**config.mk**
```make
export PLATFORM = sky130hd
export DESIGN_NAME = udo_ctrl
export DESIGN_NICKNAME = d
export VERILOG_FILES = /design/src/rtl/core/udo_pkg.sv /design/src/rtl/core/udo_ctrl.sv
export SDC_FILE = /design/constraint.sdc
export NUM_CORES = 1
export LEC_CHECK = 0
export BUFFER_PORTS_ARGS = -buffer_cell sky130_fd_sc_hd__buf_2
export CORE_MARGIN = 3
export CORE_UTILIZATION = 49
export DETAILED_ROUTE_END_ITERATION = 10
export PLACE_DENSITY = 0.8
export SYNTH_ARGS = -nofsm -noshare
export SYNTH_HDL_FRONTEND = slang
export SYNTH_SLANG_ARGS = --single-unit
```
**constraint.sdc**
```tcl
create_clock -name clk_i -period 2.1 [get_ports clk_i]
set_input_delay 0.315 -clock clk_i [delete_from_list [all_inputs] [get_ports clk_i]]
set_output_delay 0.315 -clock clk_i [all_outputs]
set_load 0.01 [all_outputs]
```
**src/rtl/core/udo_pkg.sv**
```systemverilog
// Shared types, codes and constant tables of the unison detuned oscillator.
package udo_pkg;

  localparam int unsigned CFG_IDX_W = 3;
  localparam int unsigned CFG_DATA_W = 17;
  localparam int unsigned CNT_W = 5;
  localparam int unsigned FREQ_W = 26;
  localparam int unsigned DIV_N = 64;
  localparam int unsigned DIV_D = 40;
  localparam int unsigned DIV_CNT_W = 6;

  localparam logic [CFG_IDX_W-1:0] CFG_WAVE   = 3'd0;
  localparam logic [CFG_IDX_W-1:0] CFG_VOICES = 3'd1;
  localparam logic [CFG_IDX_W-1:0] CFG_PITCH  = 3'd2;
  localparam logic [CFG_IDX_W-1:0] CFG_WIDTH  = 3'd3;
  localparam logic [CFG_IDX_W-1:0] CFG_GAIN   = 3'd4;
  localparam logic [CFG_IDX_W-1:0] CFG_PAN    = 3'd5;

  localparam logic [1:0] WAVE_SINE   = 2'd0;
  localparam logic [1:0] WAVE_SAW    = 2'd1;
  localparam logic [1:0] WAVE_TRI    = 2'd2;
  localparam logic [1:0] WAVE_SQUARE = 2'd3;

  localparam logic OP_ADVANCE = 1'b0;

  // 0.3 in Q0.16 and the sine polynomial coefficients
  localparam logic [14:0] DETUNE_K = 15'd19661;
  localparam logic [15:0] POLY_C1 = 16'd51472;
  localparam logic [15:0] POLY_C2 = 16'd21089;
  localparam logic [11:0] POLY_C3 = 12'd2385;

  typedef enum logic [1:0] {
    DIV_SPREAD = 2'd0,
    DIV_INC    = 2'd2
  } div_sel_e;

  typedef enum logic [23:0] {
    ST_IDLE  = 24'h000001,
    ST_START = 24'h000002,
    ST_SPR   = 24'h000004,
    ST_SPR_W = 24'h000008,
    ST_DEN1  = 24'h000010,
    ST_DEN2  = 24'h000020,
    ST_DEN3  = 24'h000040,
    ST_INC   = 24'h000080,
    ST_INC_W = 24'h000100,
    ST_STEP  = 24'h000200,
    ST_WR    = 24'h000400,
    ST_IDX   = 24'h000800,
    ST_UDIV  = 24'h001000,
    ST_P1    = 24'h004000,
    ST_P2    = 24'h008000,
    ST_P3    = 24'h010000,
    ST_P4    = 24'h020000,
    ST_ACC1  = 24'h040000,
    ST_ACC2  = 24'h080000,
    ST_NEXT  = 24'h100000,
    ST_FIN1  = 24'h200000,
    ST_FIN2  = 24'h400000,
    ST_OUT   = 24'h800000
  } state_e;

  typedef struct packed {
    logic     item_ld;
    logic     voice_inc;
    logic     div_start;
    div_sel_e div_sel;
    logic     den1;
    logic     den2;
    logic     den3;
    logic     step;
    logic     phase_we;
    logic     idx_ld;
    logic     u_ld;
    logic     p1;
    logic     p2;
    logic     p3;
    logic     p4;
    logic     acc1;
    logic     acc2;
    logic     fin1;
    logic     fin2;
    logic     out_ld;
  } cmd_t;

  typedef struct packed {
    logic op_smp;
    logic no_voices;
    logic last_voice;
    logic div_done;
    logic div_busy;
    logic out_free;
  } status_t;

  // 440 Hz times the Q16 semitone ratio
  function automatic logic [FREQ_W-1:0] freq_base(input logic [3:0] semi);
    logic [FREQ_W-1:0] f;
    case (semi)
      4'd0:    f = 26'd28835840;
      4'd1:    f = 26'd30550520;
      4'd2:    f = 26'd32367280;
      4'd3:    f = 26'd34291840;
      4'd4:    f = 26'd36330800;
      4'd5:    f = 26'd38491200;
      4'd6:    f = 26'd40780080;
      4'd7:    f = 26'd43204920;
      4'd8:    f = 26'd45774080;
      4'd9:    f = 26'd48495920;
      4'd10:   f = 26'd51379680;
      4'd11:   f = 26'd54434600;
      default: f = '0;
    endcase
    return f;
  endfunction

endpackage

```
**src/rtl/core/udo_ctrl.sv**
```systemverilog
// Sequencer that walks the voices and steps the datapath through each item.
module udo_ctrl (
  input  logic             clk_i,
  input  logic             rst_ni,
  input  logic             in_valid_i,
  output logic             in_ready_o,
  input  udo_pkg::status_t status_i,
  output udo_pkg::cmd_t    cmd_o
);

  udo_pkg::state_e state_q, state_d;

  always_ff @(posedge clk_i or negedge rst_ni) begin
    if (!rst_ni) begin
      state_q <= udo_pkg::ST_IDLE;
    end else begin
      state_q <= state_d;
    end
  end

  assign in_ready_o = (state_q == udo_pkg::ST_IDLE);

  always_comb begin
    state_d = state_q;
    cmd_o   = '0;
    case (state_q)
      udo_pkg::ST_IDLE: begin
        if (in_valid_i) begin
          cmd_o.item_ld = 1'b1;
          state_d = udo_pkg::ST_START;
        end
      end
      udo_pkg::ST_START: begin
        if (!status_i.no_voices) state_d = udo_pkg::ST_SPR;
        else if (status_i.op_smp) state_d = udo_pkg::ST_FIN1;
        else state_d = udo_pkg::ST_IDLE;
      end
      udo_pkg::ST_SPR: begin
        cmd_o.div_start = 1'b1;
        cmd_o.div_sel   = udo_pkg::DIV_SPREAD;
        state_d = udo_pkg::ST_SPR_W;
      end
      udo_pkg::ST_SPR_W: begin
        if (status_i.div_done) state_d = status_i.op_smp ? udo_pkg::ST_IDX : udo_pkg::ST_DEN1;
      end
      udo_pkg::ST_DEN1: begin
        cmd_o.den1 = 1'b1;
        state_d = udo_pkg::ST_DEN2;
      end
      udo_pkg::ST_DEN2: begin
        cmd_o.den2 = 1'b1;
        state_d = udo_pkg::ST_DEN3;
      end
      udo_pkg::ST_DEN3: begin
        cmd_o.den3 = 1'b1;
        state_d = udo_pkg::ST_INC;
      end
      udo_pkg::ST_INC: begin
        cmd_o.div_start = 1'b1;
        cmd_o.div_sel   = udo_pkg::DIV_INC;
        state_d = udo_pkg::ST_INC_W;
      end
      udo_pkg::ST_INC_W: begin
        if (status_i.div_done) state_d = udo_pkg::ST_STEP;
      end
      udo_pkg::ST_STEP: begin
        cmd_o.step = 1'b1;
        state_d = udo_pkg::ST_WR;
      end
      udo_pkg::ST_WR: begin
        cmd_o.phase_we = 1'b1;
        state_d = udo_pkg::ST_NEXT;
      end
      udo_pkg::ST_IDX: begin
        cmd_o.idx_ld = 1'b1;
        state_d = udo_pkg::ST_UDIV;
      end
      udo_pkg::ST_UDIV: begin
        cmd_o.u_ld = 1'b1;
        state_d = udo_pkg::ST_P1;
      end
      udo_pkg::ST_P1: begin
        cmd_o.p1 = 1'b1;
        state_d = udo_pkg::ST_P2;
      end
      udo_pkg::ST_P2: begin
        cmd_o.p2 = 1'b1;
        state_d = udo_pkg::ST_P3;
      end
      udo_pkg::ST_P3: begin
        cmd_o.p3 = 1'b1;
        state_d = udo_pkg::ST_P4;
      end
      udo_pkg::ST_P4: begin
        cmd_o.p4 = 1'b1;
        state_d = udo_pkg::ST_ACC1;
      end
      udo_pkg::ST_ACC1: begin
        cmd_o.acc1 = 1'b1;
        state_d = udo_pkg::ST_ACC2;
      end
      udo_pkg::ST_ACC2: begin
        cmd_o.acc2 = 1'b1;
        state_d = udo_pkg::ST_NEXT;
      end
      udo_pkg::ST_NEXT: begin
        if (!status_i.last_voice) begin
          cmd_o.voice_inc = 1'b1;
          state_d = udo_pkg::ST_SPR;
        end else if (status_i.op_smp) begin
          state_d = udo_pkg::ST_FIN1;
        end else begin
          state_d = udo_pkg::ST_IDLE;
        end
      end
      udo_pkg::ST_FIN1: begin
        cmd_o.fin1 = 1'b1;
        state_d = udo_pkg::ST_FIN2;
      end
      udo_pkg::ST_FIN2: begin
        cmd_o.fin2 = 1'b1;
        state_d = udo_pkg::ST_OUT;
      end
      udo_pkg::ST_OUT: begin
        // hold until the output register can take the word
        if (status_i.out_free) begin
          cmd_o.out_ld = 1'b1;
          state_d = udo_pkg::ST_IDLE;
        end
      end
      default: state_d = udo_pkg::ST_IDLE;
    endcase
  end

`ifndef SYNTHESIS
  a_div_idle: assert property (@(posedge clk_i) disable iff (!rst_ni)
    cmd_o.div_start |-> !status_i.div_busy) else $error("divider restarted while busy");
  a_we_adv: assert property (@(posedge clk_i) disable iff (!rst_ni)
    cmd_o.phase_we |-> !status_i.op_smp) else $error("phase written by a sample item");
  a_out_ld: assert property (@(posedge clk_i) disable iff (!rst_ni)
    cmd_o.out_ld |-> (status_i.out_free && status_i.op_smp))
    else $error("result loaded into a full register or for an advance");
  a_done_wait: assert property (@(posedge clk_i) disable iff (!rst_ni)
    status_i.div_done |-> (state_q == udo_pkg::ST_SPR_W || state_q == udo_pkg::ST_INC_W))
    else $error("quotient arrived outside a wait state");
`endif

endmodule

```
### Word level (Yosys, flattened, before mapping)

Cells that the tools add are included.
Widths: inputs -> output; s select.

| operators by class | value |
|---|---|
| reductions and logical operators | 2 |
| equality and inequality tests | 27 |
| multiplexer cells | 31 |

Operators by type and width:

| cell | number |
|---|---|
| $pmux 24 s22 | 1 |
| $mux 24 | 6 |
| $eq 24x1->1 const B | 1 |
| $eq 24x10->1 const B | 1 |
| $eq 24x11->1 const B | 1 |
| $eq 24x12->1 const B | 1 |
| $eq 24x13->1 const B | 1 |
| $eq 24x15->1 const B | 1 |
| $eq 24x16->1 const B | 1 |
| $eq 24x17->1 const B | 1 |
| $eq 24x18->1 const B | 1 |
| $eq 24x19->1 const B | 1 |
| $eq 24x2->1 const B | 1 |
| $eq 24x20->1 const B | 1 |
| $eq 24x21->1 const B | 1 |
| $eq 24x22->1 const B | 1 |
| $eq 24x23->1 const B | 1 |
| $eq 24x24->1 const B | 1 |
| $eq 24x3->1 const B | 1 |
| $eq 24x4->1 const B | 1 |
| $eq 24x5->1 const B | 1 |
| $eq 24x6->1 const B | 1 |
| $eq 24x7->1 const B | 1 |
| $eq 24x8->1 const B | 1 |
| 8 further kinds | 31 |

| word-level totals | value |
|---|---|
| output and inout bits | 22 |
| register bits | 24 |
| input port bits | 9 |

### Logic depth before layout (Yosys ltp)

| logic depth | value |
|---|---|
| word-level depth | 3 |
| mapped depth | 8 |

### Worst setup path after synthesis

Ideal clock, no wire load.

| timing path | value |
|---|---|
| path type | register to output |
| start point | reg state_q[2] |
| end point | out cmd_o[7] (netlist name) |
| arrival | 1931 ps |
| slack | -146 ps |
| path buffers | 1 |
| stages on the path, launching flop included | 6 |
| data required time | 1785 ps |
| cell sequence | dfrtp_1 nor4_4 nand4_4 or3_1 buf_2 nor4b_2 |

RTL lines:

| item | RTL line | text |
|---|---|---|
| from (decl) | udo_ctrl.sv:11 | `udo_pkg::state_e state_q, state_d;` |
| from (signal assigned) | udo_ctrl.sv:15 | `state_q <= udo_pkg::ST_IDLE;` |
| from (signal assigned) | udo_ctrl.sv:17 | `state_q <= state_d;` |
| to (decl) | udo_ctrl.sv:8 | `output udo_pkg::cmd_t cmd_o` |

==> flow_metrics.env <==
export IMPL_die_h_um=62.1
export IMPL_drc=0
export IMPL_die_w_um=62.1
export IMPL_wl_per_cell_um=19.0
export IMPL_coreArea_sq_um=2880
export IMPL_use_met2=0.429
export IMPL_p_total_uw=1700
export IMPL_regToRegSetupSlack_ns=-0.13
export IMPL_start_util=0.537
export IMPL_worst_pin_slew_ns=0.536
export IMPL_cts_buffers=3
export IMPL_synthCells=152
export IMPL_hpwlAfterDp_um=3200
export IMPL_design_die_area_sq_um=3860
export IMPL_wl_um=5220
export IMPL_dp_cells=249
export IMPL_track_usage=0.246
export IMPL_dpl_cell_area_sq_um=1990
export IMPL_final_antenna_net_count=0
export IMPL_reg2reg_to="state_q[4]"
export IMPL_r2r_start="state_q[8]"
export IMPL_relSlewSlack=0.643
export IMPL_antenna_cells=0
export IMPL_top_regs="state_q (23)"
export IMPL_post_synth_top_count_cell="dfrtp_1"
export IMPL_grt_overflow_total=0
export IMPL_fin_ws_ns=-0.518
export IMPL_skew_ns=0.00777
export IMPL_slew_viol_final=0
export IMPL_synth_seq_area_share=0.374
export IMPL_synth_common_cells="dfrtp_1 (22), nor2_1 (19), nor3_1 (14), nand2_1 (10), nor4b_2 (7)"
export IMPL_power_density_nw_per_um2=701
export IMPL_ys_flop_type="dfrtp_1"
export IMPL_vdd_drop_max_mv=0.574
export IMPL_num_rows=19
export IMPL_cts_tree="yes"
export IMPL_cp_slowest_stage_delay_ns=0.45
export IMPL_min_period_over_period=1.25
export IMPL_critical_path_arrival_ns=2.30
export IMPL_grtUsageMet3=0.0631
export IMPL_gp_congestion=0.877
export IMPL_regMostFlops="state_q"
export IMPL_final_cell_area_sq_um=2430
export IMPL_ys_types=51
export IMPL_reg2regPathDepth=7
export IMPL_synth_area_leaders="dfrtp_1 (36%), nor4b_2 (6.8%), nor2_1 (4.6%)"
export IMPL_end_kind="output pin"
export IMPL_syn_nets=161
export IMPL_crit_type="reg -> out"
export IMPL_grt_use_met1=0.293
export IMPL_status="finished with violations"
export IMPL_post_route_util=0.845
export IMPL_io_pins=31
export IMPL_slowest_stage="dfrtp_1"
export IMPL_cellLeakagePower_uw=0.00113
export IMPL_hp_class="in -> reg"
export IMPL_busiest_layer="met2"
export IMPL_port_buffers=28
export IMPL_synth_edf_count=0
export IMPL_drive_gt1_frac=0.579
export IMPL_hold_viol=0
export IMPL_clockRootBuffer="clkbuf_4"
export IMPL_via_per_inst=6.03
export IMPL_dr_first_iter_drc_count=140
export IMPL_syn_to_final_growth_pct=57.4
export IMPL_critPathRequiredTime_ns=1.78
export IMPL_avgSynthCellArea_sq_um=10.2
export IMPL_synth_top_area_cell="dfrtp_1"
export IMPL_largest_reg_flops=23
export IMPL_cts_sinks=23
export IMPL_cap_violations=0
export IMPL_cts_max_level=1
export IMPL_setup_viol=27
export IMPL_synth_top_area_share=0.357
export IMPL_endpoint="cmd_o[18]"
export IMPL_cts_buffer_depth=2
export IMPL_max_freq_mhz=382
export IMPL_synth_warnings=0
export IMPL_dr_total_vias=1657
export IMPL_grt_max_degree=24
export IMPL_async_flop_share=1.00
export IMPL_crit_start="state_q[8]"
export IMPL_grt_first_pass_wirelength_um=7780
export IMPL_insertion_delay_ns=0.32
export IMPL_rsz0062_at_grt="yes"
export IMPL_path_cells="nor4_4 -> nand4_4 -> nor4b_4 -> nand2_2 -> nor3b_4 -> or2_1 -> buf_2"
export IMPL_nets=243
export IMPL_grt_pass1_vias=1645
export IMPL_syn_area_sq_um=1540
export IMPL_antenna_found_initial=0
export IMPL_period_minus_slack_ns=2.62
export IMPL_layout_cells_non_filler=275
export IMPL_path_clk_slew_ns=0.13
export IMPL_violations="negative setup slack"
export IMPL_synth_seq_cells=23
export IMPL_first_pass_iters=5
export IMPL_start_kind="flop"
export IMPL_path_max_fanout=5
==> layout make-up <==
type	instances	area [sq um]
Fill cell	144	447
Timing Repair Buffer	83	603
Clock inverter	1	5.00
Multi-Input combinational cell	119	1150
Clock buffer	3	22.5
Inverter	4	15.0
Sequential cell	23	579
Tap cell	42	52.6
==> cells in the final DEF, fill, tap and decap left out, types with 3 or more instances in the layout <==
| cell type | instances |
|---|---|
| xor2_1 | 3 |
| nor2_1 | 14 |
| nor4b_1 | 3 |
| buf_6 | 6 |
| nor3_1 | 11 |
| nand2_1 | 6 |
| nor4b_4 | 5 |
| inv_1 | 4 |
| nor2_2 | 3 |
| nor3_4 | 6 |
| nor3b_2 | 3 |
| dfrtp_1 | 20 |
| nand3_1 | 3 |
| buf_8 | 3 |
| nand4b_1 | 5 |
| nor4b_2 | 3 |
| buf_4 | 46 |
| nor3b_1 | 3 |
| clkbuf_4 | 3 |
| buf_2 | 27 |
| nor4_4 | 6 |
==> repair_timing <==
action | in CTS | in global routing
hold buffers | 1 | 0
setup buffers | 12 | 13
hold endpoints to repair | 22 | 0
pin swaps | 15 | 11
endpoints found under the setup margin | 25 | 27
gates resized for setup | 29 | 22
==> metal layers <==
| metal | up-vias | wire [um] |
|---|---|---|
| met5 | - | 0 |
| met3 | 25 | 452 |
| met4 | 0 | 177 |
| met1 | 795 | 1900 |
| met2 | 97 | 2690 |
| li1 | 740 | - |
==> worst min-delay path by stage <==
stage	end	start	cells past startpoint	slack, ns
final	state_q[2]	status_i[4]	2	0.15
after floorplan	state_q[10]	rst_ni	0	0.02
after CTS	state_q[2]	status_i[4]	2	0.14
after detailed placement	state_q[6]	rst_ni	1	0.33
after global routing	state_q[2]	status_i[4]	2	0.15
after global placement	state_q[6]	rst_ni	1	0.32
==> where the power goes <==
part           switching, uW  internal, uW
Sequential              28.6           474
Combinational            509           477
Clock                    143          71.5
==> kinds of logic (layout without fill, tap and decap cells) <==
kind of cell | Yosys count | in the layout | share of synthesized area
DFF | 23 | 23 | 0.374
AOI/OAI and AO/OA | 16 | 16 | 0.0859
buffers and inverters | 10 | 91 | 0.0348
xor gates and xnor gates | 5 | 5 | 0.0284
other | 1 | 1 | 0.00243
and+or+nand+nor | 97 | 97 | 0.475
==> worst max-delay path, delay by kind of cell (launching register included) <==
kind | cells | cell delay [ns]
buf+inv | 1 | 0.12
flops | 1 | 0.45
simple gates | 6 | 1.40
==> per-stage QoR <==
stage                     hold slack (ns)  TNS [ns]  worst slack (ns)
after global placement              0.319    -0.252           -0.0859
final                               0.153     -7.20            -0.518
after detailed placement            0.326    -0.757            -0.181
after global routing                0.155    -10.28            -0.622
after CTS                           0.141     -5.78            -0.496
after floorplan                    0.0194    -0.503            -0.142
Power figures use the tool's default switching activity.
